--- src/rtl/cpfi_pkg.sv ---
// ----------------------------------------------------------------------------
// cpfi_pkg
// Shared types, constants, saturation helpers and the microcode ROM of the
// charged particle field integrator.
// ----------------------------------------------------------------------------
package cpfi_pkg;

    localparam int DW = 32;
    localparam int FB = 16;
    localparam int TW = 47;
    localparam int CW = 32;
    localparam int PCW = 7;

    localparam logic signed [DW-1:0] VMAX  = {1'b0, {(DW-1){1'b1}}};
    localparam logic signed [DW-1:0] VMIN  = {1'b1, {(DW-1){1'b0}}};
    localparam logic signed [DW-1:0] QONE  = DW'(1) <<< FB;
    localparam logic signed [DW-1:0] QHALF = DW'(1) <<< (FB - 1);

    typedef enum logic [1:0] {
        OPC_LOAD  = 2'd0,
        OPC_STEP  = 2'd1,
        OPC_FLUSH = 2'd2,
        OPC_NONE  = 2'd3
    } opcode_t;

    typedef enum logic [1:0] {
        SCH_EULER  = 2'd0,
        SCH_CROMER = 2'd1,
        SCH_VERLET = 2'd2,
        SCH_RK2    = 2'd3
    } scheme_t;

    typedef enum logic [2:0] {
        REG_SCHEME   = 3'd0,
        REG_DT       = 3'd1,
        REG_MASS     = 3'd2,
        REG_CHARGE   = 3'd3,
        REG_FBASE    = 3'd4,
        REG_FGRAD    = 3'd5,
        REG_EFIELD   = 3'd6,
        REG_INTERVAL = 3'd7
    } cfg_reg_t;

    typedef enum logic [2:0] {
        OP_END,
        OP_ADD,
        OP_SUB,
        OP_MUL,
        OP_DIV
    } uop_code_t;

    typedef enum logic [4:0] {
        S_PX, S_PY, S_VX, S_VY,
        S_T0, S_T1, S_T2, S_T3, S_T4, S_T5, S_T6, S_T7, S_T8,
        S_DT, S_HD, S_QM, S_MASS, S_CHG, S_FB, S_FG, S_EF, S_HALF, S_ONE
    } src_t;

    typedef struct packed {
        uop_code_t op;
        src_t      dst;
        src_t      a;
        src_t      b;
    } uop_t;

    typedef enum logic [1:0] {
        ST_IDLE,
        ST_ISSUE,
        ST_WAIT,
        ST_DELIVER
    } ctrl_state_t;

    typedef struct packed {
        logic issue;
        uop_t uop;
        logic load;
        logic tadv;
        logic capture;
    } dp_cmd_t;

    typedef struct packed {
        logic done;
    } dp_stat_t;

    localparam logic [PCW-1:0] PC_EULER  = PCW'(0);
    localparam logic [PCW-1:0] PC_CROMER = PCW'(19);
    localparam logic [PCW-1:0] PC_VERLET = PCW'(38);
    localparam logic [PCW-1:0] PC_RK2    = PCW'(66);
    localparam logic [PCW-1:0] PC_EMIT   = PCW'(103);
    localparam int UC_DEPTH = 116;

    localparam uop_t UCODE [UC_DEPTH] = '{
        // explicit Euler, old velocities move the position
        '{OP_DIV, S_QM, S_CHG, S_MASS}, '{OP_MUL, S_HD, S_DT, S_HALF},
        '{OP_MUL, S_T0, S_FG, S_PX},    '{OP_ADD, S_T0, S_ONE, S_T0},
        '{OP_MUL, S_T0, S_FB, S_T0},    '{OP_MUL, S_T1, S_QM, S_T0},
        '{OP_MUL, S_T2, S_T1, S_VY},    '{OP_MUL, S_T3, S_T0, S_VX},
        '{OP_SUB, S_T3, S_EF, S_T3},    '{OP_MUL, S_T3, S_QM, S_T3},
        '{OP_MUL, S_T4, S_VX, S_DT},    '{OP_ADD, S_PX, S_PX, S_T4},
        '{OP_MUL, S_T4, S_VY, S_DT},    '{OP_ADD, S_PY, S_PY, S_T4},
        '{OP_MUL, S_T4, S_T2, S_DT},    '{OP_ADD, S_VX, S_VX, S_T4},
        '{OP_MUL, S_T4, S_T3, S_DT},    '{OP_ADD, S_VY, S_VY, S_T4},
        '{OP_END, S_PX, S_PX, S_PX},
        // Euler-Cromer
        '{OP_DIV, S_QM, S_CHG, S_MASS}, '{OP_MUL, S_HD, S_DT, S_HALF},
        '{OP_MUL, S_T0, S_FG, S_PX},    '{OP_ADD, S_T0, S_ONE, S_T0},
        '{OP_MUL, S_T0, S_FB, S_T0},    '{OP_MUL, S_T1, S_QM, S_T0},
        '{OP_MUL, S_T1, S_T1, S_VY},    '{OP_MUL, S_T1, S_T1, S_DT},
        '{OP_ADD, S_VX, S_VX, S_T1},    '{OP_MUL, S_T1, S_T0, S_VX},
        '{OP_SUB, S_T1, S_EF, S_T1},    '{OP_MUL, S_T1, S_QM, S_T1},
        '{OP_MUL, S_T1, S_T1, S_DT},    '{OP_ADD, S_VY, S_VY, S_T1},
        '{OP_MUL, S_T1, S_VX, S_DT},    '{OP_ADD, S_PX, S_PX, S_T1},
        '{OP_MUL, S_T1, S_VY, S_DT},    '{OP_ADD, S_PY, S_PY, S_T1},
        '{OP_END, S_PX, S_PX, S_PX},
        // symmetric Verlet
        '{OP_DIV, S_QM, S_CHG, S_MASS}, '{OP_MUL, S_HD, S_DT, S_HALF},
        '{OP_MUL, S_T1, S_VX, S_HD},    '{OP_ADD, S_PX, S_PX, S_T1},
        '{OP_MUL, S_T1, S_VY, S_HD},    '{OP_ADD, S_PY, S_PY, S_T1},
        '{OP_MUL, S_T0, S_FG, S_PX},    '{OP_ADD, S_T0, S_ONE, S_T0},
        '{OP_MUL, S_T0, S_FB, S_T0},    '{OP_MUL, S_T1, S_QM, S_T0},
        '{OP_MUL, S_T1, S_T1, S_VY},    '{OP_MUL, S_T1, S_T1, S_HD},
        '{OP_ADD, S_VX, S_VX, S_T1},    '{OP_MUL, S_T1, S_T0, S_VX},
        '{OP_SUB, S_T1, S_EF, S_T1},    '{OP_MUL, S_T1, S_QM, S_T1},
        '{OP_MUL, S_T1, S_T1, S_HD},    '{OP_ADD, S_VY, S_VY, S_T1},
        '{OP_ADD, S_VY, S_VY, S_T1},    '{OP_MUL, S_T1, S_QM, S_T0},
        '{OP_MUL, S_T1, S_T1, S_VY},    '{OP_MUL, S_T1, S_T1, S_HD},
        '{OP_ADD, S_VX, S_VX, S_T1},    '{OP_MUL, S_T1, S_VY, S_HD},
        '{OP_ADD, S_PY, S_PY, S_T1},    '{OP_MUL, S_T1, S_VX, S_HD},
        '{OP_ADD, S_PX, S_PX, S_T1},    '{OP_END, S_PX, S_PX, S_PX},
        // midpoint RK2
        '{OP_DIV, S_QM, S_CHG, S_MASS}, '{OP_MUL, S_HD, S_DT, S_HALF},
        '{OP_MUL, S_T0, S_FG, S_PX},    '{OP_ADD, S_T0, S_ONE, S_T0},
        '{OP_MUL, S_T0, S_FB, S_T0},    '{OP_MUL, S_T1, S_QM, S_T0},
        '{OP_MUL, S_T1, S_T1, S_VY},    '{OP_MUL, S_T2, S_DT, S_T1},
        '{OP_MUL, S_T1, S_T0, S_VX},    '{OP_SUB, S_T1, S_EF, S_T1},
        '{OP_MUL, S_T1, S_QM, S_T1},    '{OP_MUL, S_T3, S_DT, S_T1},
        '{OP_MUL, S_T4, S_DT, S_VX},    '{OP_MUL, S_T5, S_DT, S_VY},
        '{OP_MUL, S_T1, S_HALF, S_T2},  '{OP_ADD, S_T6, S_VX, S_T1},
        '{OP_MUL, S_T1, S_HALF, S_T3},  '{OP_ADD, S_T7, S_VY, S_T1},
        '{OP_MUL, S_T1, S_HALF, S_T4},  '{OP_ADD, S_T8, S_PX, S_T1},
        '{OP_MUL, S_T0, S_FG, S_T8},    '{OP_ADD, S_T0, S_ONE, S_T0},
        '{OP_MUL, S_T0, S_FB, S_T0},    '{OP_MUL, S_T1, S_QM, S_T0},
        '{OP_MUL, S_T1, S_T1, S_T7},    '{OP_MUL, S_T2, S_DT, S_T1},
        '{OP_MUL, S_T1, S_T0, S_T6},    '{OP_SUB, S_T1, S_EF, S_T1},
        '{OP_MUL, S_T1, S_QM, S_T1},    '{OP_MUL, S_T3, S_DT, S_T1},
        '{OP_MUL, S_T4, S_DT, S_T6},    '{OP_MUL, S_T5, S_DT, S_T7},
        '{OP_ADD, S_VX, S_VX, S_T2},    '{OP_ADD, S_VY, S_VY, S_T3},
        '{OP_ADD, S_PX, S_PX, S_T4},    '{OP_ADD, S_PY, S_PY, S_T5},
        '{OP_END, S_PX, S_PX, S_PX},
        // diagnostics: T1 kinetic, T3 energy, T4 moment
        '{OP_MUL, S_T1, S_VX, S_VX},    '{OP_MUL, S_T2, S_VY, S_VY},
        '{OP_ADD, S_T1, S_T1, S_T2},    '{OP_MUL, S_T1, S_MASS, S_T1},
        '{OP_MUL, S_T1, S_HALF, S_T1},  '{OP_MUL, S_T2, S_CHG, S_EF},
        '{OP_MUL, S_T2, S_T2, S_PY},    '{OP_SUB, S_T3, S_T1, S_T2},
        '{OP_MUL, S_T0, S_FG, S_PX},    '{OP_ADD, S_T0, S_ONE, S_T0},
        '{OP_MUL, S_T0, S_FB, S_T0},    '{OP_DIV, S_T4, S_T1, S_T0},
        '{OP_END, S_PX, S_PX, S_PX}
    };

    function automatic logic signed [DW-1:0] sat_sum(input logic signed [DW:0] v);
        logic signed [DW-1:0] r;
        if (v[DW] != v[DW-1]) begin
            r = v[DW] ? VMIN : VMAX;
        end else begin
            r = v[DW-1:0];
        end
        return r;
    endfunction

    // floor(p / 2^FB), clipped to the data range
    function automatic logic signed [DW-1:0] sat_prod(input logic signed [2*DW-1:0] p);
        logic signed [2*DW-1:0] s;
        logic signed [DW-1:0]   r;
        s = p >>> FB;
        if ((s[2*DW-1:DW-1] == '0) || (s[2*DW-1:DW-1] == '1)) begin
            r = s[DW-1:0];
        end else begin
            r = s[2*DW-1] ? VMIN : VMAX;
        end
        return r;
    endfunction

endpackage

--- src/rtl/cpfi_ctrl.sv ---
// ----------------------------------------------------------------------------
// cpfi_ctrl
// Controller: item handshake, sample counter, microcode sequencer and the
// result beat valid flag.
// ----------------------------------------------------------------------------
module cpfi_ctrl (
    input  logic                  aclk,
    input  logic                  aresetn,
    input  logic                  s_valid,
    output logic                  s_ready,
    input  logic [1:0]            s_opcode,
    output logic                  m_valid,
    input  logic                  m_ready,
    input  logic [1:0]            scheme_select,
    input  logic [15:0]           sample_interval,
    output cpfi_pkg::dp_cmd_t     cmd,
    input  cpfi_pkg::dp_stat_t    stat
);
    import cpfi_pkg::*;

    ctrl_state_t     state_reg, state_next;
    logic [PCW-1:0]  pc_reg, pc_next;
    logic            in_emit_reg, in_emit_next;
    logic            emit_pend_reg, emit_pend_next;
    logic [15:0]     since_reg, since_next;
    logic            mv_reg, mv_next;
    logic            accept;
    uop_t            cur;
    opcode_t         opc;
    logic [PCW-1:0]  scheme_pc;

    always_ff @(posedge aclk) begin
        if (!aresetn) begin
            state_reg     <= ST_IDLE;
            pc_reg        <= '0;
            in_emit_reg   <= 1'b0;
            emit_pend_reg <= 1'b0;
            since_reg     <= '0;
            mv_reg        <= 1'b0;
        end else begin
            state_reg     <= state_next;
            pc_reg        <= pc_next;
            in_emit_reg   <= in_emit_next;
            emit_pend_reg <= emit_pend_next;
            since_reg     <= since_next;
            mv_reg        <= mv_next;
        end
    end

    always_comb begin
        opc = opcode_t'(s_opcode);
        cur = UCODE[pc_reg];
        unique case (scheme_t'(scheme_select))
            SCH_EULER:  scheme_pc = PC_EULER;
            SCH_CROMER: scheme_pc = PC_CROMER;
            SCH_VERLET: scheme_pc = PC_VERLET;
            SCH_RK2:    scheme_pc = PC_RK2;
            default:    scheme_pc = PC_EULER;
        endcase
        s_ready = (state_reg == ST_IDLE);
        accept  = s_valid && s_ready;

        state_next     = state_reg;
        pc_next        = pc_reg;
        in_emit_next   = in_emit_reg;
        emit_pend_next = emit_pend_reg;
        since_next     = since_reg;
        mv_next        = (mv_reg && m_ready) ? 1'b0 : mv_reg;
        cmd            = '0;
        cmd.uop        = cur;

        unique case (state_reg)
            ST_IDLE: begin
                if (accept) begin
                    unique case (opc)
                        OPC_LOAD: begin
                            cmd.load     = 1'b1;
                            since_next   = 16'd1;
                            pc_next      = PC_EMIT;
                            in_emit_next = 1'b1;
                            state_next   = ST_ISSUE;
                        end
                        OPC_STEP: begin
                            cmd.tadv       = 1'b1;
                            emit_pend_next = (since_reg >= sample_interval);
                            since_next     = (since_reg >= sample_interval)
                                           ? 16'd1 : since_reg + 16'd1;
                            pc_next        = scheme_pc;
                            in_emit_next   = 1'b0;
                            state_next     = ST_ISSUE;
                        end
                        OPC_FLUSH: begin
                            // a flush right after a sample only bumps the counter
                            if (since_reg != 16'd1) begin
                                since_next   = 16'd1;
                                pc_next      = PC_EMIT;
                                in_emit_next = 1'b1;
                                state_next   = ST_ISSUE;
                            end else begin
                                since_next = 16'd2;
                            end
                        end
                        default: ;
                    endcase
                end
            end
            ST_ISSUE: begin
                if (cur.op == OP_END) begin
                    if (in_emit_reg) begin
                        state_next = ST_DELIVER;
                    end else if (emit_pend_reg) begin
                        emit_pend_next = 1'b0;
                        in_emit_next   = 1'b1;
                        pc_next        = PC_EMIT;
                    end else begin
                        state_next = ST_IDLE;
                    end
                end else begin
                    cmd.issue  = 1'b1;
                    state_next = ST_WAIT;
                end
            end
            ST_WAIT: begin
                if (stat.done) begin
                    pc_next    = pc_reg + 1'b1;
                    state_next = ST_ISSUE;
                end
            end
            ST_DELIVER: begin
                if (!mv_reg || m_ready) begin
                    cmd.capture  = 1'b1;
                    mv_next      = 1'b1;
                    in_emit_next = 1'b0;
                    state_next   = ST_IDLE;
                end
            end
            default: state_next = ST_IDLE;
        endcase
    end

    assign m_valid = mv_reg;

endmodule

--- config.mk ---
export PLATFORM = sky130hd
export DESIGN_NAME = cpfi_ctrl
export DESIGN_NICKNAME = d
export VERILOG_FILES = /design/src/rtl/cpfi_pkg.sv /design/src/rtl/cpfi_ctrl.sv
export SDC_FILE = /design/constraint.sdc
export NUM_CORES = 1
export LEC_CHECK = 0
export BUFFER_PORTS_ARGS = -buffer_cell sky130_fd_sc_hd__clkbuf_2
export CORE_MARGIN = 2
export CORE_UTILIZATION = 49
export DETAILED_ROUTE_END_ITERATION = 10
export PLACE_DENSITY = 0.7
export SLEW_MARGIN = 30
export SYNTH_ARGS = -nofsm -noshare
export SYNTH_HDL_FRONTEND = slang
export SYNTH_SLANG_ARGS = --single-unit
--- constraint.sdc ---
create_clock -name aclk -period 3.6 [get_ports aclk]
set_input_delay 0.72 -clock aclk [delete_from_list [all_inputs] [get_ports aclk]]
set_output_delay 0.72 -clock aclk [all_outputs]
set_load 0.01 [all_outputs]
==> Word-level counts from Yosys, hierarchy flattened <==
Memories as Yosys holds them, arrays and structs flattened.
Index checks and enable logic that the tools add are counted.
{ "totals": {"n_memories": 1, "rom_bits": 2304, "register_bits": 28} }
{ "memory_table": {"columns": ["name", "words", "width", "rd", "rd_ports_with_merged_regs", "write_ports", "line_no", "rtl"], "rows": [
  ["(name not given)", 128, 18, 1, 0, 0, "cpfi_ctrl.sv:52", "cur = UCODE[pc_reg];"]
]} }
{ "op_classes": {"n_mux": 47, "reduce_logical": 18, "bitwise": 1, "eq_ne": 20, "n_lt_le_gt_ge": 2, "add_sub_neg": 2} }
{ "ops": {"columns": ["cell", "n"], "rows": [
  ["$pmux W16 S3", 1],
  ["$mux W7", 6],
  ["$pmux W7 S3", 2],
  ["$mux W18", 2],
  ["$pmux W7 S4", 1],
  ["$mux W2", 10],
  ["$mux W1", 19],
  ["$add A16 B1 Y16 const B", 1],
  ["$ge A16 B16 Y1", 1],
  ["$mux W16", 1],
  ["$ne A16 B1 Y1 const B", 1],
  ["$reduce_and A6 Y1", 2],
  ["$eq A2 B2 Y1 const B", 5],
  ["$ne A2 B2 Y1 const B", 5],
  ["$reduce_bool A3 Y1", 3],
  ["$ge A8 B8 Y1 const B", 1],
  ["$not A7 Y8", 1],
  ["$pmux W2 S4", 1],
  ["$reduce_and A8 Y1", 1],
  ["$add A7 B1 Y7 const B", 1],
  ["$eq A2 B1 Y1 const B", 3],
  ["$logic_not A2 Y1", 3],
  ["$pmux W1 S3", 2],
  ["$reduce_and A5 Y1", 1],
  ["other kinds (14)", 16]
]} }

==> Logic depth before layout (Yosys ltp) <==
{ "depth": {"depth_word": 7, "ltp_mapped": 13, "mapped_depth_nobuf": 9} }

==> Worst setup path after synthesis <==
Ideal clock, no wire load.
{ "synth_timing": {"path_kind": "register to register", "start": "reg pc_reg[2]", "end": "reg pc_reg[3]", "setup_time_ns": 0.071, "path_slack_ns": 0.079, "required_time_ns": 3.529, "stages_incl_launch_ff": 13, "arrival_time_ns": 3.450, "cell_sequence": "dfxtp_1 buf_4 clkbuf_1 inv_1 clkbuf_1 ha_1 or3b_1 o211ai_2 a32oi_1 or4_1 o22a_1 or4_1 a21oi_1"} }
{ "synth_rtl": {"columns": ["element", "line_no", "rtl"], "rows": [
  ["start, declared", "cpfi_ctrl.sv:22", "logic [PCW-1:0] pc_reg, pc_next;"],
  ["start signal, assigned", "cpfi_ctrl.sv:42", "pc_reg <= pc_next;"]
]} }

==> metrics <==
Synth Instances=709; Net Count, Synth=778; Hold WC Path Type=reg -> reg; Max Slew Vio Count=0; Worst R2R Start=pc_reg[1]$_SDFFE_PN0P_; Die Y-Extent=101 um; CTS max path bufs=2; area leader, netlist=dfxtp_1; Synth Area per Inst=6.54 um2; commonest non-fill, non-tap cell in the layout=nand2_1; Setup Buffers After CTS=0; Yosys top cell area share=0.121; overall power=3.00 mW; Synth warnings=0; CTS H-tree depth=1; reg-to-reg endpoint=pc_reg[3]$_SDFFE_PN0P_; R2R Setup Slk=450 ps; Die Wd=around 100 um; Area contributors post-synth=dfxtp_1, ha_1, a21oi_1; Max FO, Critical Path=11; final setup violation count=0; min cycle time layout=3420 ps; Synth Flop Type=dfxtp_1; CP endpoint kind=output pin; most frequent cells in the layout=nand2_1, a21oi_1, o21ai_0; total CTS buffers=3; Min-Delay Path Depth=2; DR iter-0 viols=842; die area=10,300 um2; final critical-path share of the clock period=0.951; vias per cell=6.95; largest net degree at the start of global routing=94; maxcap violations=0; Final GP Congestion=1.04; Routed WL=17,900 um; Worst VDD drop=0.577 mV; leakage power=2.08 nW; Synth Register Bits=28; global-route wire length before repair=28,100 um; DRT antenna net count=0; CTS tree=yes; sequential area share after synthesis=0.121; mapped cell area=4640 um2; PortBufs=47; CTS root buf=clkbuf_8; drt first pass iters=6; total gr overflow=0; layout cells sized above 1=0.128; GRT Util Overall=0.345; n_diodes=0; status=complete, no violations; Required @ worst endpoint=2880 ps; setup TNS=0 ps; Final Hold Viols=0; RSZ-0062 raised after global routing=no; Post-synth ARST share=0; Largest register FFs=16; R2R depth=9; row count=35; power density over cell area=roughly 590 nW/um2; CP startpoint kind=flop; Core Area=9200 um2; DRC=0; CTS Sinks=28; antenna violations before repair=0; # fillers=960; fin nets=between 700 and 800; Slew HR=0.527; Post-synth EDFFs=0; DP Wirelength=13,000 um; kind of critical path=reg -> out; hold endpoint=pc_reg[1]$_SDFFE_PN0P_; vias after detailed routing=5,816; later-pin clock latency in the skew report=290 ps; io pins=slightly below 50; Max Clock Skew=between 8 and 9 ps; FMAX=292 MHz; P&R area growth vs syn=9.20%; Worst Hold Launch=pc_reg[1]$_SDFFE_PN0P_; Netlist cell types=70; Initial Util=0.504; vias in the first global route=5,393; Critical Path AT=between 2000 and 3000 ps; worst slew pin tran=705 ps; clk slew on worst S/H paths=120 ps; WL/cell=21.4 um
critical path, stage by stage, from the launching register on:
cell and delay, ps:
dfxtp_1 410, inv_1 90, ha_1 540, or2_1 220, a21o_1 130, a31oi_1 80
a32oi_1 480, nor2_1 170, nor2b_1 150, clkbuf_2 140
kinds of logic after synthesis:
logic type	share of synthesized area
AOI/OAI and AO/OA	0.376
xor gates and xnor gates	0.0132
adders and majority gates	0.119
buffers and inverters	0.0842
DFF	0.121
muxes	0.0183
other	0.000809
and+or+nand+nor	0.268
timing repair:
action / in CTS / in global routing
hold buffers: 0 / 0
endpoints found under the setup margin: 0 / 2
gates resized for setup: 0 / 2
final cells by class:
class | count | area [um2] | area share
sequential | 28 | 564 | 0.111
timing repair buffer | 73 | 455 | 0.0899
inverter | 38 | 143 | 0.0282
tap | 111 | 139 | 0.0274
clock buffer | 3 | 41.3 | 0.00815
multi-input combinational | 583 | 3690 | 0.729
clock inverter | 1 | 30.0 | 0.00593
worst max-delay path by stage:
stage / endpoint / slack [ps] / startpoint
5_1_grt: cmd[21] / 5 / pc_reg[1]$_SDFFE_PN0P_
4_1_cts: cmd[21] / 190 / pc_reg[0]$_SDFFE_PN0P_
2_1_floorplan: pc_reg[3]$_SDFFE_PN0P_ / 80 / pc_reg[2]$_SDFFE_PN0P_
3_5_place_dp: since_reg[5]$_SDFFE_PN0P_ / 430 / sample_interval[11]
6_report: cmd[21] / 180 / pc_reg[1]$_SDFFE_PN0P_
3_3_place_gp: pc_reg[3]$_SDFFE_PN0P_ / 530 / s_opcode[0]
synth_stat cells (all sizes together) (4+ instances only):
master	instances
nand2	79
a21oi	76
o21ai	59
nor2	49
ha	44
clkbuf	40
inv	37
dfxtp	28
nand3	26
a31oi	25
buf	20
o211ai	17
nand2b	15
nor2b	15
a211oi	11
and3	11
nor3	11
nor4	9
o22ai	9
a311oi	8
nand4	7
or2	7
or3	7
a21boi	6
o31ai	6
a22o	5
o311ai	5
a221oi	4
mux2i	4
o41ai	4
xnor2	4
where the power goes:
part	leakage, nW	internal, mW	total, mW	switching [mW]
Sequential	0.229	0.350	0.416	0.0664
Combinational	1.82	0.842	2.32	1.48
Clock	0.0357	0.149	0.270	0.120
through the flow:
step	hold slack, ps	worst slack, ps	cell area, um2	instances	util
2_1_floorplan	464	79.1	4640	709	-
6_report	537	177	5060	837	0.551
5_1_grt	587	5.12	5060	837	0.551
3_5_place_dp	513	430	4990	833	0.542
4_1_cts	538	191	5060	837	0.550
3_3_place_gp	504	529	4990	833	0.542
layer usage:
metal / global-route usage / wire length (um) / share of wire
met1: 0.471 / 7410 / 0.41
met2: 0.529 / 7780 / 0.43
met3: 0.0683 / 2000 / 0.11
met4: 0.143 / 709 / 0.040
met5: 0 / 0 / 0
Power figures use the tool's default switching activity.
