==> src/rtl/cpfi_pkg.sv <==
// ----------------------------------------------------------------------------
// cpfi_pkg
// Shared types, constants, saturation helpers and the microcode ROM of the
// charged particle field integrator.
// ----------------------------------------------------------------------------
package cpfi_pkg;

    localparam int DW = 32;
    localparam int FB = 16;
    localparam int TW = 47;
    localparam int CW = 32;
    localparam int PCW = 7;

    localparam logic signed [DW-1:0] VMAX  = {1'b0, {(DW-1){1'b1}}};
    localparam logic signed [DW-1:0] VMIN  = {1'b1, {(DW-1){1'b0}}};
    localparam logic signed [DW-1:0] QONE  = DW'(1) <<< FB;
    localparam logic signed [DW-1:0] QHALF = DW'(1) <<< (FB - 1);

    typedef enum logic [1:0] {
        OPC_LOAD  = 2'd0,
        OPC_STEP  = 2'd1,
        OPC_FLUSH = 2'd2,
        OPC_NONE  = 2'd3
    } opcode_t;

    typedef enum logic [1:0] {
        SCH_EULER  = 2'd0,
        SCH_CROMER = 2'd1,
        SCH_VERLET = 2'd2,
        SCH_RK2    = 2'd3
    } scheme_t;

    typedef enum logic [2:0] {
        REG_SCHEME   = 3'd0,
        REG_DT       = 3'd1,
        REG_MASS     = 3'd2,
        REG_CHARGE   = 3'd3,
        REG_FBASE    = 3'd4,
        REG_FGRAD    = 3'd5,
        REG_EFIELD   = 3'd6,
        REG_INTERVAL = 3'd7
    } cfg_reg_t;

    typedef enum logic [2:0] {
        OP_END,
        OP_ADD,
        OP_SUB,
        OP_MUL,
        OP_DIV
    } uop_code_t;

    typedef enum logic [4:0] {
        S_PX, S_PY, S_VX, S_VY,
        S_T0, S_T1, S_T2, S_T3, S_T4, S_T5, S_T6, S_T7, S_T8,
        S_DT, S_HD, S_QM, S_MASS, S_CHG, S_FB, S_FG, S_EF, S_HALF, S_ONE
    } src_t;

    typedef struct packed {
        uop_code_t op;
        src_t      dst;
        src_t      a;
        src_t      b;
    } uop_t;

    typedef enum logic [1:0] {
        ST_IDLE,
        ST_ISSUE,
        ST_WAIT,
        ST_DELIVER
    } ctrl_state_t;

    typedef struct packed {
        logic issue;
        uop_t uop;
        logic load;
        logic tadv;
        logic capture;
    } dp_cmd_t;

    typedef struct packed {
        logic done;
    } dp_stat_t;

    localparam logic [PCW-1:0] PC_EULER  = PCW'(0);
    localparam logic [PCW-1:0] PC_CROMER = PCW'(19);
    localparam logic [PCW-1:0] PC_VERLET = PCW'(38);
    localparam logic [PCW-1:0] PC_RK2    = PCW'(66);
    localparam logic [PCW-1:0] PC_EMIT   = PCW'(103);
    localparam int UC_DEPTH = 116;

    localparam uop_t UCODE [UC_DEPTH] = '{
        // explicit Euler, old velocities move the position
        '{OP_DIV, S_QM, S_CHG, S_MASS}, '{OP_MUL, S_HD, S_DT, S_HALF},
        '{OP_MUL, S_T0, S_FG, S_PX},    '{OP_ADD, S_T0, S_ONE, S_T0},
        '{OP_MUL, S_T0, S_FB, S_T0},    '{OP_MUL, S_T1, S_QM, S_T0},
        '{OP_MUL, S_T2, S_T1, S_VY},    '{OP_MUL, S_T3, S_T0, S_VX},
        '{OP_SUB, S_T3, S_EF, S_T3},    '{OP_MUL, S_T3, S_QM, S_T3},
        '{OP_MUL, S_T4, S_VX, S_DT},    '{OP_ADD, S_PX, S_PX, S_T4},
        '{OP_MUL, S_T4, S_VY, S_DT},    '{OP_ADD, S_PY, S_PY, S_T4},
        '{OP_MUL, S_T4, S_T2, S_DT},    '{OP_ADD, S_VX, S_VX, S_T4},
        '{OP_MUL, S_T4, S_T3, S_DT},    '{OP_ADD, S_VY, S_VY, S_T4},
        '{OP_END, S_PX, S_PX, S_PX},
        // Euler-Cromer
        '{OP_DIV, S_QM, S_CHG, S_MASS}, '{OP_MUL, S_HD, S_DT, S_HALF},
        '{OP_MUL, S_T0, S_FG, S_PX},    '{OP_ADD, S_T0, S_ONE, S_T0},
        '{OP_MUL, S_T0, S_FB, S_T0},    '{OP_MUL, S_T1, S_QM, S_T0},
        '{OP_MUL, S_T1, S_T1, S_VY},    '{OP_MUL, S_T1, S_T1, S_DT},
        '{OP_ADD, S_VX, S_VX, S_T1},    '{OP_MUL, S_T1, S_T0, S_VX},
        '{OP_SUB, S_T1, S_EF, S_T1},    '{OP_MUL, S_T1, S_QM, S_T1},
        '{OP_MUL, S_T1, S_T1, S_DT},    '{OP_ADD, S_VY, S_VY, S_T1},
        '{OP_MUL, S_T1, S_VX, S_DT},    '{OP_ADD, S_PX, S_PX, S_T1},
        '{OP_MUL, S_T1, S_VY, S_DT},    '{OP_ADD, S_PY, S_PY, S_T1},
        '{OP_END, S_PX, S_PX, S_PX},
        // symmetric Verlet
        '{OP_DIV, S_QM, S_CHG, S_MASS}, '{OP_MUL, S_HD, S_DT, S_HALF},
        '{OP_MUL, S_T1, S_VX, S_HD},    '{OP_ADD, S_PX, S_PX, S_T1},
        '{OP_MUL, S_T1, S_VY, S_HD},    '{OP_ADD, S_PY, S_PY, S_T1},
        '{OP_MUL, S_T0, S_FG, S_PX},    '{OP_ADD, S_T0, S_ONE, S_T0},
        '{OP_MUL, S_T0, S_FB, S_T0},    '{OP_MUL, S_T1, S_QM, S_T0},
        '{OP_MUL, S_T1, S_T1, S_VY},    '{OP_MUL, S_T1, S_T1, S_HD},
        '{OP_ADD, S_VX, S_VX, S_T1},    '{OP_MUL, S_T1, S_T0, S_VX},
        '{OP_SUB, S_T1, S_EF, S_T1},    '{OP_MUL, S_T1, S_QM, S_T1},
        '{OP_MUL, S_T1, S_T1, S_HD},    '{OP_ADD, S_VY, S_VY, S_T1},
        '{OP_ADD, S_VY, S_VY, S_T1},    '{OP_MUL, S_T1, S_QM, S_T0},
        '{OP_MUL, S_T1, S_T1, S_VY},    '{OP_MUL, S_T1, S_T1, S_HD},
        '{OP_ADD, S_VX, S_VX, S_T1},    '{OP_MUL, S_T1, S_VY, S_HD},
        '{OP_ADD, S_PY, S_PY, S_T1},    '{OP_MUL, S_T1, S_VX, S_HD},
        '{OP_ADD, S_PX, S_PX, S_T1},    '{OP_END, S_PX, S_PX, S_PX},
        // midpoint RK2
        '{OP_DIV, S_QM, S_CHG, S_MASS}, '{OP_MUL, S_HD, S_DT, S_HALF},
        '{OP_MUL, S_T0, S_FG, S_PX},    '{OP_ADD, S_T0, S_ONE, S_T0},
        '{OP_MUL, S_T0, S_FB, S_T0},    '{OP_MUL, S_T1, S_QM, S_T0},
        '{OP_MUL, S_T1, S_T1, S_VY},    '{OP_MUL, S_T2, S_DT, S_T1},
        '{OP_MUL, S_T1, S_T0, S_VX},    '{OP_SUB, S_T1, S_EF, S_T1},
        '{OP_MUL, S_T1, S_QM, S_T1},    '{OP_MUL, S_T3, S_DT, S_T1},
        '{OP_MUL, S_T4, S_DT, S_VX},    '{OP_MUL, S_T5, S_DT, S_VY},
        '{OP_MUL, S_T1, S_HALF, S_T2},  '{OP_ADD, S_T6, S_VX, S_T1},
        '{OP_MUL, S_T1, S_HALF, S_T3},  '{OP_ADD, S_T7, S_VY, S_T1},
        '{OP_MUL, S_T1, S_HALF, S_T4},  '{OP_ADD, S_T8, S_PX, S_T1},
        '{OP_MUL, S_T0, S_FG, S_T8},    '{OP_ADD, S_T0, S_ONE, S_T0},
        '{OP_MUL, S_T0, S_FB, S_T0},    '{OP_MUL, S_T1, S_QM, S_T0},
        '{OP_MUL, S_T1, S_T1, S_T7},    '{OP_MUL, S_T2, S_DT, S_T1},
        '{OP_MUL, S_T1, S_T0, S_T6},    '{OP_SUB, S_T1, S_EF, S_T1},
        '{OP_MUL, S_T1, S_QM, S_T1},    '{OP_MUL, S_T3, S_DT, S_T1},
        '{OP_MUL, S_T4, S_DT, S_T6},    '{OP_MUL, S_T5, S_DT, S_T7},
        '{OP_ADD, S_VX, S_VX, S_T2},    '{OP_ADD, S_VY, S_VY, S_T3},
        '{OP_ADD, S_PX, S_PX, S_T4},    '{OP_ADD, S_PY, S_PY, S_T5},
        '{OP_END, S_PX, S_PX, S_PX},
        // diagnostics: T1 kinetic, T3 energy, T4 moment
        '{OP_MUL, S_T1, S_VX, S_VX},    '{OP_MUL, S_T2, S_VY, S_VY},
        '{OP_ADD, S_T1, S_T1, S_T2},    '{OP_MUL, S_T1, S_MASS, S_T1},
        '{OP_MUL, S_T1, S_HALF, S_T1},  '{OP_MUL, S_T2, S_CHG, S_EF},
        '{OP_MUL, S_T2, S_T2, S_PY},    '{OP_SUB, S_T3, S_T1, S_T2},
        '{OP_MUL, S_T0, S_FG, S_PX},    '{OP_ADD, S_T0, S_ONE, S_T0},
        '{OP_MUL, S_T0, S_FB, S_T0},    '{OP_DIV, S_T4, S_T1, S_T0},
        '{OP_END, S_PX, S_PX, S_PX}
    };

    function automatic logic signed [DW-1:0] sat_sum(input logic signed [DW:0] v);
        logic signed [DW-1:0] r;
        if (v[DW] != v[DW-1]) begin
            r = v[DW] ? VMIN : VMAX;
        end else begin
            r = v[DW-1:0];
        end
        return r;
    endfunction

    // floor(p / 2^FB), clipped to the data range
    function automatic logic signed [DW-1:0] sat_prod(input logic signed [2*DW-1:0] p);
        logic signed [2*DW-1:0] s;
        logic signed [DW-1:0]   r;
        s = p >>> FB;
        if ((s[2*DW-1:DW-1] == '0) || (s[2*DW-1:DW-1] == '1)) begin
            r = s[DW-1:0];
        end else begin
            r = s[2*DW-1] ? VMIN : VMAX;
        end
        return r;
    endfunction

endpackage

==> src/rtl/cpfi_div.sv <==
// ----------------------------------------------------------------------------
// cpfi_div
// Restoring fixed point divider: a*2^FB/b, truncated toward zero, saturated.
// One quotient bit per cycle.
// ----------------------------------------------------------------------------
module cpfi_div (
    input  logic                          aclk,
    input  logic                          aresetn,
    input  logic                          start,
    input  logic signed [cpfi_pkg::DW-1:0] num,
    input  logic signed [cpfi_pkg::DW-1:0] den,
    output logic                          done,
    output logic signed [cpfi_pkg::DW-1:0] quot
);
    import cpfi_pkg::*;

    localparam int NW = DW + FB;
    localparam int CNTW = $clog2(NW + 1);

    logic              busy_reg, busy_next;
    logic              done_reg, done_next;
    logic [CNTW-1:0]   cnt_reg, cnt_next;
    logic [DW-1:0]     rem_reg, rem_next;
    logic [NW-1:0]     dvd_reg, dvd_next;
    logic [NW-1:0]     q_reg, q_next;
    logic [DW-1:0]     ub_reg, ub_next;
    logic              neg_reg, neg_next;
    logic              zero_reg, zero_next;
    logic signed [DW-1:0] zres_reg, zres_next;

    logic [DW:0]   trial;
    logic [DW-1:0] ua;
    logic [NW:0]   lim;
    logic [NW:0]   mag;

    always_comb begin
        ua = num[DW-1] ? DW'(-num) : DW'(num);
        trial = {rem_reg, dvd_reg[NW-1]};
        busy_next = busy_reg;
        done_next = 1'b0;
        cnt_next  = cnt_reg;
        rem_next  = rem_reg;
        dvd_next  = dvd_reg;
        q_next    = q_reg;
        ub_next   = ub_reg;
        neg_next  = neg_reg;
        zero_next = zero_reg;
        zres_next = zres_reg;
        if (start) begin
            neg_next  = num[DW-1] ^ den[DW-1];
            ub_next   = den[DW-1] ? DW'(-den) : DW'(den);
            dvd_next  = {ua, {FB{1'b0}}};
            rem_next  = '0;
            q_next    = '0;
            cnt_next  = CNTW'(NW);
            zero_next = (den == '0);
            zres_next = num[DW-1] ? VMIN : VMAX;
            if (den == '0) begin
                done_next = 1'b1;
            end else begin
                busy_next = 1'b1;
            end
        end else if (busy_reg) begin
            if (trial >= {1'b0, ub_reg}) begin
                rem_next = DW'(trial - {1'b0, ub_reg});
                q_next   = {q_reg[NW-2:0], 1'b1};
            end else begin
                rem_next = trial[DW-1:0];
                q_next   = {q_reg[NW-2:0], 1'b0};
            end
            dvd_next = {dvd_reg[NW-2:0], 1'b0};
            cnt_next = cnt_reg - 1'b1;
            if (cnt_reg == CNTW'(1)) begin
                busy_next = 1'b0;
                done_next = 1'b1;
            end
        end
    end

    always_ff @(posedge aclk) begin
        if (!aresetn) begin
            busy_reg <= 1'b0;
            done_reg <= 1'b0;
            cnt_reg  <= '0;
        end else begin
            busy_reg <= busy_next;
            done_reg <= done_next;
            cnt_reg  <= cnt_next;
        end
        rem_reg  <= rem_next;
        dvd_reg  <= dvd_next;
        q_reg    <= q_next;
        ub_reg   <= ub_next;
        neg_reg  <= neg_next;
        zero_reg <= zero_next;
        zres_reg <= zres_next;
    end

    always_comb begin
        lim = neg_reg ? (NW+1)'({1'b1, {(DW-1){1'b0}}}) : (NW+1)'(VMAX);
        mag = ({1'b0, q_reg} > lim) ? lim : {1'b0, q_reg};
        if (zero_reg) begin
            quot = zres_reg;
        end else if (neg_reg) begin
            quot = DW'(-mag);
        end else begin
            quot = DW'(mag);
        end
    end

    assign done = done_reg;

endmodule

==> src/rtl/cpfi_dp.sv <==
// ----------------------------------------------------------------------------
// cpfi_dp
// Datapath: particle state, scratch registers, shared multiplier and
// divider, time accumulator and the result register.
// ----------------------------------------------------------------------------
module cpfi_dp (
    input  logic                           aclk,
    input  logic                           aresetn,
    input  cpfi_pkg::dp_cmd_t              cmd,
    output cpfi_pkg::dp_stat_t             stat,
    input  logic [30:0]                    time_step,
    input  logic [30:0]                    particle_mass,
    input  logic signed [cpfi_pkg::DW-1:0] particle_charge,
    input  logic signed [cpfi_pkg::DW-1:0] field_base,
    input  logic signed [cpfi_pkg::DW-1:0] field_gradient,
    input  logic signed [cpfi_pkg::DW-1:0] electric_field,
    input  logic signed [cpfi_pkg::DW-1:0] init_pos_x,
    input  logic signed [cpfi_pkg::DW-1:0] init_pos_y,
    input  logic signed [cpfi_pkg::DW-1:0] init_vel_x,
    input  logic signed [cpfi_pkg::DW-1:0] init_vel_y,
    output logic [cpfi_pkg::TW-1:0]        time_out,
    output logic signed [cpfi_pkg::DW-1:0] out_pos_x,
    output logic signed [cpfi_pkg::DW-1:0] out_pos_y,
    output logic signed [cpfi_pkg::DW-1:0] out_vel_x,
    output logic signed [cpfi_pkg::DW-1:0] out_vel_y,
    output logic signed [cpfi_pkg::DW-1:0] total_energy,
    output logic signed [cpfi_pkg::DW-1:0] magnetic_moment
);
    import cpfi_pkg::*;

    logic signed [DW-1:0] px_reg, py_reg, vx_reg, vy_reg;
    logic signed [DW-1:0] t0_reg, t1_reg, t2_reg, t3_reg, t4_reg;
    logic signed [DW-1:0] t5_reg, t6_reg, t7_reg, t8_reg;
    logic signed [DW-1:0] hd_reg, qm_reg;
    logic [TW-1:0]        time_reg;

    logic signed [2*DW-1:0] prod_reg;
    logic signed [DW-1:0]   add_res_reg;
    logic                   mul_pend_reg, add_pend_reg;
    src_t                   dst_reg;

    logic signed [DW-1:0] a_val, b_val, wb_val, div_q;
    logic                 wb_en, div_done;
    logic [TW:0]          time_sum;

    function automatic logic signed [DW-1:0] pick(input src_t s,
            input logic signed [DW-1:0] px, input logic signed [DW-1:0] py,
            input logic signed [DW-1:0] vx, input logic signed [DW-1:0] vy,
            input logic signed [DW-1:0] t0, input logic signed [DW-1:0] t1,
            input logic signed [DW-1:0] t2, input logic signed [DW-1:0] t3,
            input logic signed [DW-1:0] t4, input logic signed [DW-1:0] t5,
            input logic signed [DW-1:0] t6, input logic signed [DW-1:0] t7,
            input logic signed [DW-1:0] t8, input logic signed [DW-1:0] hd,
            input logic signed [DW-1:0] qm, input logic signed [DW-1:0] dt,
            input logic signed [DW-1:0] ms, input logic signed [DW-1:0] ch,
            input logic signed [DW-1:0] fb, input logic signed [DW-1:0] fg,
            input logic signed [DW-1:0] ef);
        logic signed [DW-1:0] r;
        unique case (s)
            S_PX:   r = px;
            S_PY:   r = py;
            S_VX:   r = vx;
            S_VY:   r = vy;
            S_T0:   r = t0;
            S_T1:   r = t1;
            S_T2:   r = t2;
            S_T3:   r = t3;
            S_T4:   r = t4;
            S_T5:   r = t5;
            S_T6:   r = t6;
            S_T7:   r = t7;
            S_T8:   r = t8;
            S_DT:   r = dt;
            S_HD:   r = hd;
            S_QM:   r = qm;
            S_MASS: r = ms;
            S_CHG:  r = ch;
            S_FB:   r = fb;
            S_FG:   r = fg;
            S_EF:   r = ef;
            S_HALF: r = QHALF;
            S_ONE:  r = QONE;
            default: r = '0;
        endcase
        return r;
    endfunction

    always_comb begin
        a_val = pick(cmd.uop.a, px_reg, py_reg, vx_reg, vy_reg, t0_reg, t1_reg,
                     t2_reg, t3_reg, t4_reg, t5_reg, t6_reg, t7_reg, t8_reg,
                     hd_reg, qm_reg, DW'(time_step), DW'(particle_mass),
                     particle_charge, field_base, field_gradient, electric_field);
        b_val = pick(cmd.uop.b, px_reg, py_reg, vx_reg, vy_reg, t0_reg, t1_reg,
                     t2_reg, t3_reg, t4_reg, t5_reg, t6_reg, t7_reg, t8_reg,
                     hd_reg, qm_reg, DW'(time_step), DW'(particle_mass),
                     particle_charge, field_base, field_gradient, electric_field);
    end

    cpfi_div u_div (
        .aclk   (aclk),
        .aresetn(aresetn),
        .start  (cmd.issue && (cmd.uop.op == OP_DIV)),
        .num    (a_val),
        .den    (b_val),
        .done   (div_done),
        .quot   (div_q)
    );

    always_comb begin
        wb_en = mul_pend_reg | add_pend_reg | div_done;
        priority if (mul_pend_reg) begin
            wb_val = sat_prod(prod_reg);
        end else if (add_pend_reg) begin
            wb_val = add_res_reg;
        end else begin
            wb_val = div_q;
        end
        time_sum = {1'b0, time_reg} + (TW+1)'(time_step);
    end

    assign stat.done = wb_en;

    always_ff @(posedge aclk) begin
        if (!aresetn) begin
            mul_pend_reg <= 1'b0;
            add_pend_reg <= 1'b0;
            px_reg   <= '0;
            py_reg   <= '0;
            vx_reg   <= '0;
            vy_reg   <= '0;
            time_reg <= '0;
        end else begin
            mul_pend_reg <= cmd.issue && (cmd.uop.op == OP_MUL);
            add_pend_reg <= cmd.issue && ((cmd.uop.op == OP_ADD) || (cmd.uop.op == OP_SUB));
            if (cmd.load) begin
                px_reg   <= init_pos_x;
                py_reg   <= init_pos_y;
                vx_reg   <= init_vel_x;
                vy_reg   <= init_vel_y;
                time_reg <= '0;
            end else begin
                if (cmd.tadv) begin
                    time_reg <= time_sum[TW] ? {TW{1'b1}} : time_sum[TW-1:0];
                end
                if (wb_en) begin
                    unique case (dst_reg)
                        S_PX:    px_reg <= wb_val;
                        S_PY:    py_reg <= wb_val;
                        S_VX:    vx_reg <= wb_val;
                        S_VY:    vy_reg <= wb_val;
                        default: ;
                    endcase
                end
            end
        end
        if (cmd.issue) begin
            dst_reg     <= cmd.uop.dst;
            prod_reg    <= a_val * b_val;
            add_res_reg <= (cmd.uop.op == OP_SUB)
                         ? sat_sum({a_val[DW-1], a_val} - {b_val[DW-1], b_val})
                         : sat_sum({a_val[DW-1], a_val} + {b_val[DW-1], b_val});
        end
        if (wb_en) begin
            unique case (dst_reg)
                S_T0:    t0_reg <= wb_val;
                S_T1:    t1_reg <= wb_val;
                S_T2:    t2_reg <= wb_val;
                S_T3:    t3_reg <= wb_val;
                S_T4:    t4_reg <= wb_val;
                S_T5:    t5_reg <= wb_val;
                S_T6:    t6_reg <= wb_val;
                S_T7:    t7_reg <= wb_val;
                S_T8:    t8_reg <= wb_val;
                S_HD:    hd_reg <= wb_val;
                S_QM:    qm_reg <= wb_val;
                default: ;
            endcase
        end
        if (cmd.capture) begin
            time_out        <= time_reg;
            out_pos_x       <= px_reg;
            out_pos_y       <= py_reg;
            out_vel_x       <= vx_reg;
            out_vel_y       <= vy_reg;
            total_energy    <= t3_reg;
            magnetic_moment <= t4_reg;
        end
    end

endmodule

==> config.mk <==
export PLATFORM = sky130hd
export DESIGN_NAME = cpfi_dp
export DESIGN_NICKNAME = d
export VERILOG_FILES = /design/src/rtl/cpfi_pkg.sv /design/src/rtl/cpfi_div.sv /design/src/rtl/cpfi_dp.sv
export SDC_FILE = /design/constraint.sdc
export NUM_CORES = 2
export LEC_CHECK = 0
export BUFFER_PORTS_ARGS = -buffer_cell sky130_fd_sc_hd__buf_2
export CAP_MARGIN = 20
export CORE_MARGIN = 2
export CORE_UTILIZATION = 52
export CTS_CLUSTER_DIAMETER = 120
export DETAILED_ROUTE_END_ITERATION = 8
export HOLD_SLACK_MARGIN = 0.06
export PLACE_DENSITY = 0.73
export REMOVE_ABC_BUFFERS = 1
export SYNTH_ARGS = -nofsm -noshare
export SYNTH_HDL_FRONTEND = slang
export SYNTH_HIERARCHICAL = 1
export SYNTH_SLANG_ARGS = --single-unit
==> constraint.sdc <==
create_clock -name aclk -period 15.2 [get_ports aclk]
set_input_delay 3.04 -clock aclk [delete_from_list [all_inputs] [get_ports aclk]]
set_output_delay 3.04 -clock aclk [all_outputs]
set_load 0.01 [all_outputs]
After elaboration in Yosys (flattened, before gate mapping)
Cells that the tools add are included.
{ "classes": {"n_lt_le_gt_ge": 2, "mux": 45, "bitwise": 4, "n_reduce_logical": 33, "n_addsub": 8, "eq_ne": 67, "mul": 1, "div_mod_pow": 0, "shift": 0} }
{ "ops": {"columns": ["op", "n"], "rows": [
  ["$pmux W32 S23", 2],
  ["$mux W32", 28],
  ["$eq A5 B4 Y1 const B", 23],
  ["$mux W48", 2],
  ["$neg A32 Y32", 3],
  ["$eq A5 B5 Y1 const B", 14],
  ["$mul A32 B32 Y64", 1],
  ["$eq A5 B3 Y1 const B", 12],
  ["$add A47 B31 Y48", 1],
  ["$gt A48 B32 Y1", 1],
  ["$mux W47", 1],
  ["$add A32 B32 Y33", 1],
  ["$eq A33 B33 Y1 const B", 1],
  ["$ge A33 B32 Y1", 1],
  ["$logic_not A33 Y1", 1],
  ["$sub A32 B32 Y33", 1],
  ["$logic_not A32 Y1", 1],
  ["$sub A32 B32 Y32", 1],
  ["$mux W31", 1],
  ["$eq A5 B2 Y1 const B", 6],
  ["$reduce_and A2 Y1", 15],
  ["$eq A5 B1 Y1 const B", 3],
  ["$logic_not A5 Y1", 3],
  ["$mux W6", 2],
  ["other kinds (15)", 35]
]} }
{ "totals": {"output_inout_bits": 240, "mem_bits_rw": 0, "regBits": 1055, "romBits": 0, "wordCells": 200, "n_memories": 0, "input_bits": 342, "latch_bits": 0} }

Logic depth before layout (Yosys ltp)
{ "depth": {"word_depth": 11, "mapped_depth": 41, "ltp_nobuf": 35} }

Hierarchy
Netlist, hierarchy kept.
{ "by_module_without_submodules": {"columns": ["mod", "seq_area_each_um2", "instances", "cells_per_inst", "area_each_um2"], "rows": [
  ["cpfi_dp", 23842.9, 1, 7528, 77255.3],
  ["cpfi_div", 3803.6, 1, 1256, 10885.4]
]} }

Least setup slack after synthesis
Ideal clock, no wire load.
{ "synth_timing": {"path_type": "input-to-reg", "start": "input port cmd[3] (netlist name)", "end": "register prod_reg[47] (data pin)", "path_stages": 37, "required_time_ns": 14.940, "t_arrival_ns": 12.335, "path_buffers": 6, "slack_ns": 2.605, "setup_ns": 0.260, "cell_sequence": "buf_2 -> buf_2 -> buf_1 -> inv_1 -> clkbuf_1 -> nor2_1 -> clkbuf_1 -> a22o_1 -> a221oi_1 -> nand3_1 -> nor2_1 -> nand4_1 -> inv_1 -> clkbuf_1 -> nor2_1 -> fa_1 -> fa_1 -> fa_1 -> inv_1 -> fa_1 -> inv_1 -> fa_1 -> fa_1 -> fa_1 -> fa_1 -> ha_1 -> a21oi_1 -> nor2b_1 -> and2_1 -> a221o_1 -> or4_1 -> or4_1 -> and2_4 -> o21a_2 -> o21bai_4 -> a31oi_1 -> xnor2_1"} }
{ "synth_between": {"elab_chain_cells": 3, "word_cells_on_any_way": 25, "cone_classes": "mul (1); eq/ne (22); mux (1); reduce/logical (1)"} }
{ "synth_rtl": {"columns": ["item", "line", "rtl"], "rows": [
  ["start: declaration", "cpfi_dp.sv:9", "input cpfi_pkg::dp_cmd_t cmd,"],
  ["$eq A5 B5 Y1 (tied with other cells)", "cpfi_dp.sv:59", "unique case (s)"],
  ["$pmux W32 S23 (*)", "cpfi_dp.sv:59", null],
  ["$mul A32 B32 Y64 (*)", "cpfi_dp.sv:158", "prod_reg <= a_val * b_val;"],
  ["end signal: assignment", "cpfi_dp.sv:158", null],
  ["end: declaration", "cpfi_dp.sv:37", "logic signed [2*DW-1:0] prod_reg;"]
]} }
Mark *: on every way between the ends. The rest lies on a longest branch, timed or not.
A chain may end at the register's enable or synchronous reset.

Worst setup path in the final report
{ "layout_timing": {"start": "input port cmd[11] (netlist name)", "end": "register prod_reg[34] (data pin)"} }
The elaborated chain is that of the path after synthesis.

==> results by group <==
Route
  • Post-route DRC: 13
  • DRT Pass-1 Iters: 9
  • Final WL: 352,000 um
  • Iteration-0 DRC Markers: 11,918
  • Wire length per cell: 30.4 um
  • Antenna viol nets, final: 0
  • Routed vias: 75,423
  • DR vias/cell: 6.52

Synthesis
  • #FFs+latches synth: 1,009
  • Most common cell in the netlist: inv_1
  • Ys flop type: edfxtp_1
  • EDFF count, synth: 744
  • Synth cell count leaders: 1,140 x inv_1, 1,085 x fa_1, 867 x nand2_1, 744 x edfxtp_1, 704 x nor2_1
  • Synth area leaders: edfxtp_1 25%, fa_1 25%, dfxtp_1 6.0%
  • Post-synth ARST share: 0
  • Dominant cell type by area after synthesis: edfxtp_1
  • Synth cell types: 106
  • Post-Syn Area: 88,100 um2
  • Cells after Synth: 8,784
  • Syn avg cell area: 10.0 um2
  • Share of the synthesized area in the top cell type: 0.253
  • Sequential area share after synthesis: 0.314
  • Synth warnings: 6

STA
  • Relative slew slack: 0.178
  • Setup clock skew after layout: 0.0773 ns
  • Final Critical Period: 13.57 ns
  • RSZ-0062 raised after global routing: no
  • Max Freq: 0.0737 GHz
  • # setup viols final: 0
  • Final hold vios: 0
  • Slew @ Worst Pin: 1.23 ns
  • Period Utilization, post-route: 0.893
  • Max Slew Vio Count: 0

Floorplan
  • Placeable core area: 169,000 um2
  • Die area: 173,000 um2
  • Num rows: 151
  • Die H: 416 um
  • Initial Util: 0.522
  • Ports: 582
  • Die Span X: 416 um

Clock network
  • CTS H-tree lvls: 3
  • Hold buffers post-CTS: 0
  • CTS tree: done
  • Max Buffers Root-to-Sink: 3
  • CTS sink count: 1,009
  • PostCTS Resize Cnt: 0
  • Clock-pin slew on the worst setup and hold paths: 0.07 ns
  • Num CTS Buffers: 112
  • Post-CTS Setup Bufs: 0
  • Root Buffer: clkbuf_16
  • Later-pin clock latency in the skew report: 0.83 ns

Global routing
  • Gr ovfl total: 0
  • Number of antenna violations at the first check in global routing: 33
  • Overall Global Routing Usage: 0.405
  • Vias in the first global route: 75,881
  • Largest net degree at the start of global routing: 110
  • Global-route wire length before repair: 515,000 um

Cells and area
  • Final instance area: 98,400 um2
  • Nets: 11,000
  • Synth-to-Final Area Change: 11.6%
  • Layout cell share with drive strength beyond 1: 0.127

Placement
  • RD Place Congestion: 1.03
  • Buffers added on ports: 581
  • Post-DP HPWL: 265,000 um
  • Placed cell area: 94,400 um2

Hold path
  • Hold Path Class: flop to flop

Setup path
  • Max FO, Critical Path: 28
  • Crit Path Category: primary input to flop
  • Top cell by count, worst path: fa_1
  • WP data required: 15.69 ns
  • CP peak stage delay: 0.87 ns
  • Worst setup SP type: primary input
  • Worst setup EP type: flop
  • Worst EP arrival: 14.06 ns
  • CP max-delay cell: nor2_4

Run status
  • Failing checks: design-rule violations
  • Run status: finished, violations left

Power and ir drop
  • Final Power: 0.0246 W
  • Lkg Pwr: 42.1 nW
  • Max VDD drop: 1180 uV
  • Cell Pwr Density: 250 nW/um2

Flow run
  • Max Cap Viol: 0
## per-layer routing
layer | routed length, um | vias to the layer above | global-route usage
met4 | 28000 | 20 | 0.254
met2 | 155000 | 5708 | 0.618
li1 | - | 30860 | -
met5 | 146 | - | 0
met3 | 45900 | 1478 | 0.123
met1 | 123000 | 37357 | 0.504
## through the flow
stage,util,std cells,hold WS [ns],setup TNS (ns),setup WS (ns)
after floorplan,-,8273,0.426,-493.19,-5.31
after global placement,0.559,11326,0.439,0,0.663
after detailed placement,0.559,11328,0.442,0,1.04
after CTS,0.582,11542,0.418,0,1.75
after global routing,0.582,11552,0.449,0,1.30
final,0.583,11561,0.423,0,1.63
## cell usage in the layout (no fill, tap or decap), drive strengths merged, types with 257 or more instances in the layout
| master | Yosys | layout |
|---|---|---|
| inv | 1143 | 1154 |
| fa | 1085 | 1085 |
| nand2 | 868 | 868 |
| buf | 81 | 839 |
| edfxtp | 744 | 744 |
| nor2 | 704 | 704 |
| a22oi | 415 | 415 |
| ha | 345 | 345 |
| o21ai | 314 | 314 |
| dfxtp | 265 | 265 |
| and2 | 257 | 257 |
## cell type report
type / instances / area, um2
diodes: 15 / 37.5
clock buffers: 138 / 3040
clock inverters: 76 / 821
fillers: 14254 / 70500
inverters: 1155 / 4340
multi-input cells: 6109 / 54800
flip-flops and latches: 1009 / 27700
well taps: 2218 / 2780
repair buffers: 841 / 4950
## power by group
group / leakage, nW / internal [W] / switching (W)
clock: 1.88 / 0.00159 / 0.00129
combinational: 31.0 / 0.00675 / 0.0106
sequential: 9.23 / 0.00407 / 0.000275
total: 42.1 / 0.0124 / 0.0122
## critical path, delay by kind of cell
family          cells  cell delay, ns
compound gates      6            2.38
fa+ha+maj           9            3.86
buf+inv             6            1.39
xor+xnor            1            0.10
simple gates       10            3.20
## kinds of logic (layout without fill, tap and decap cells)
family,Yosys count,after routing,synth area share
fa+ha+maj,1430,1430,0.295
buf+inv,1666,2210,0.0718
compound gates,1698,1698,0.136
xor+xnor,229,229,0.0228
mux,228,228,0.0261
simple gates,2524,2524,0.134
flops,1009,1009,0.314
other cells,0,15,0
## worst paths after layout
kind	depth (start not counted)	from	slack [ns]	end
worst max-delay path	32	cmd[11]	1.63	prod_reg[34]
worst min-delay path	0	time_reg[9]	0.42	time_out[9]
worst max register to register	27	t3_reg[11]	4.77	prod_reg[62]
worst min register to register	0	time_reg[9]	0.42	time_out[9]
Note: power is estimated with default switching activity, not from simulation.
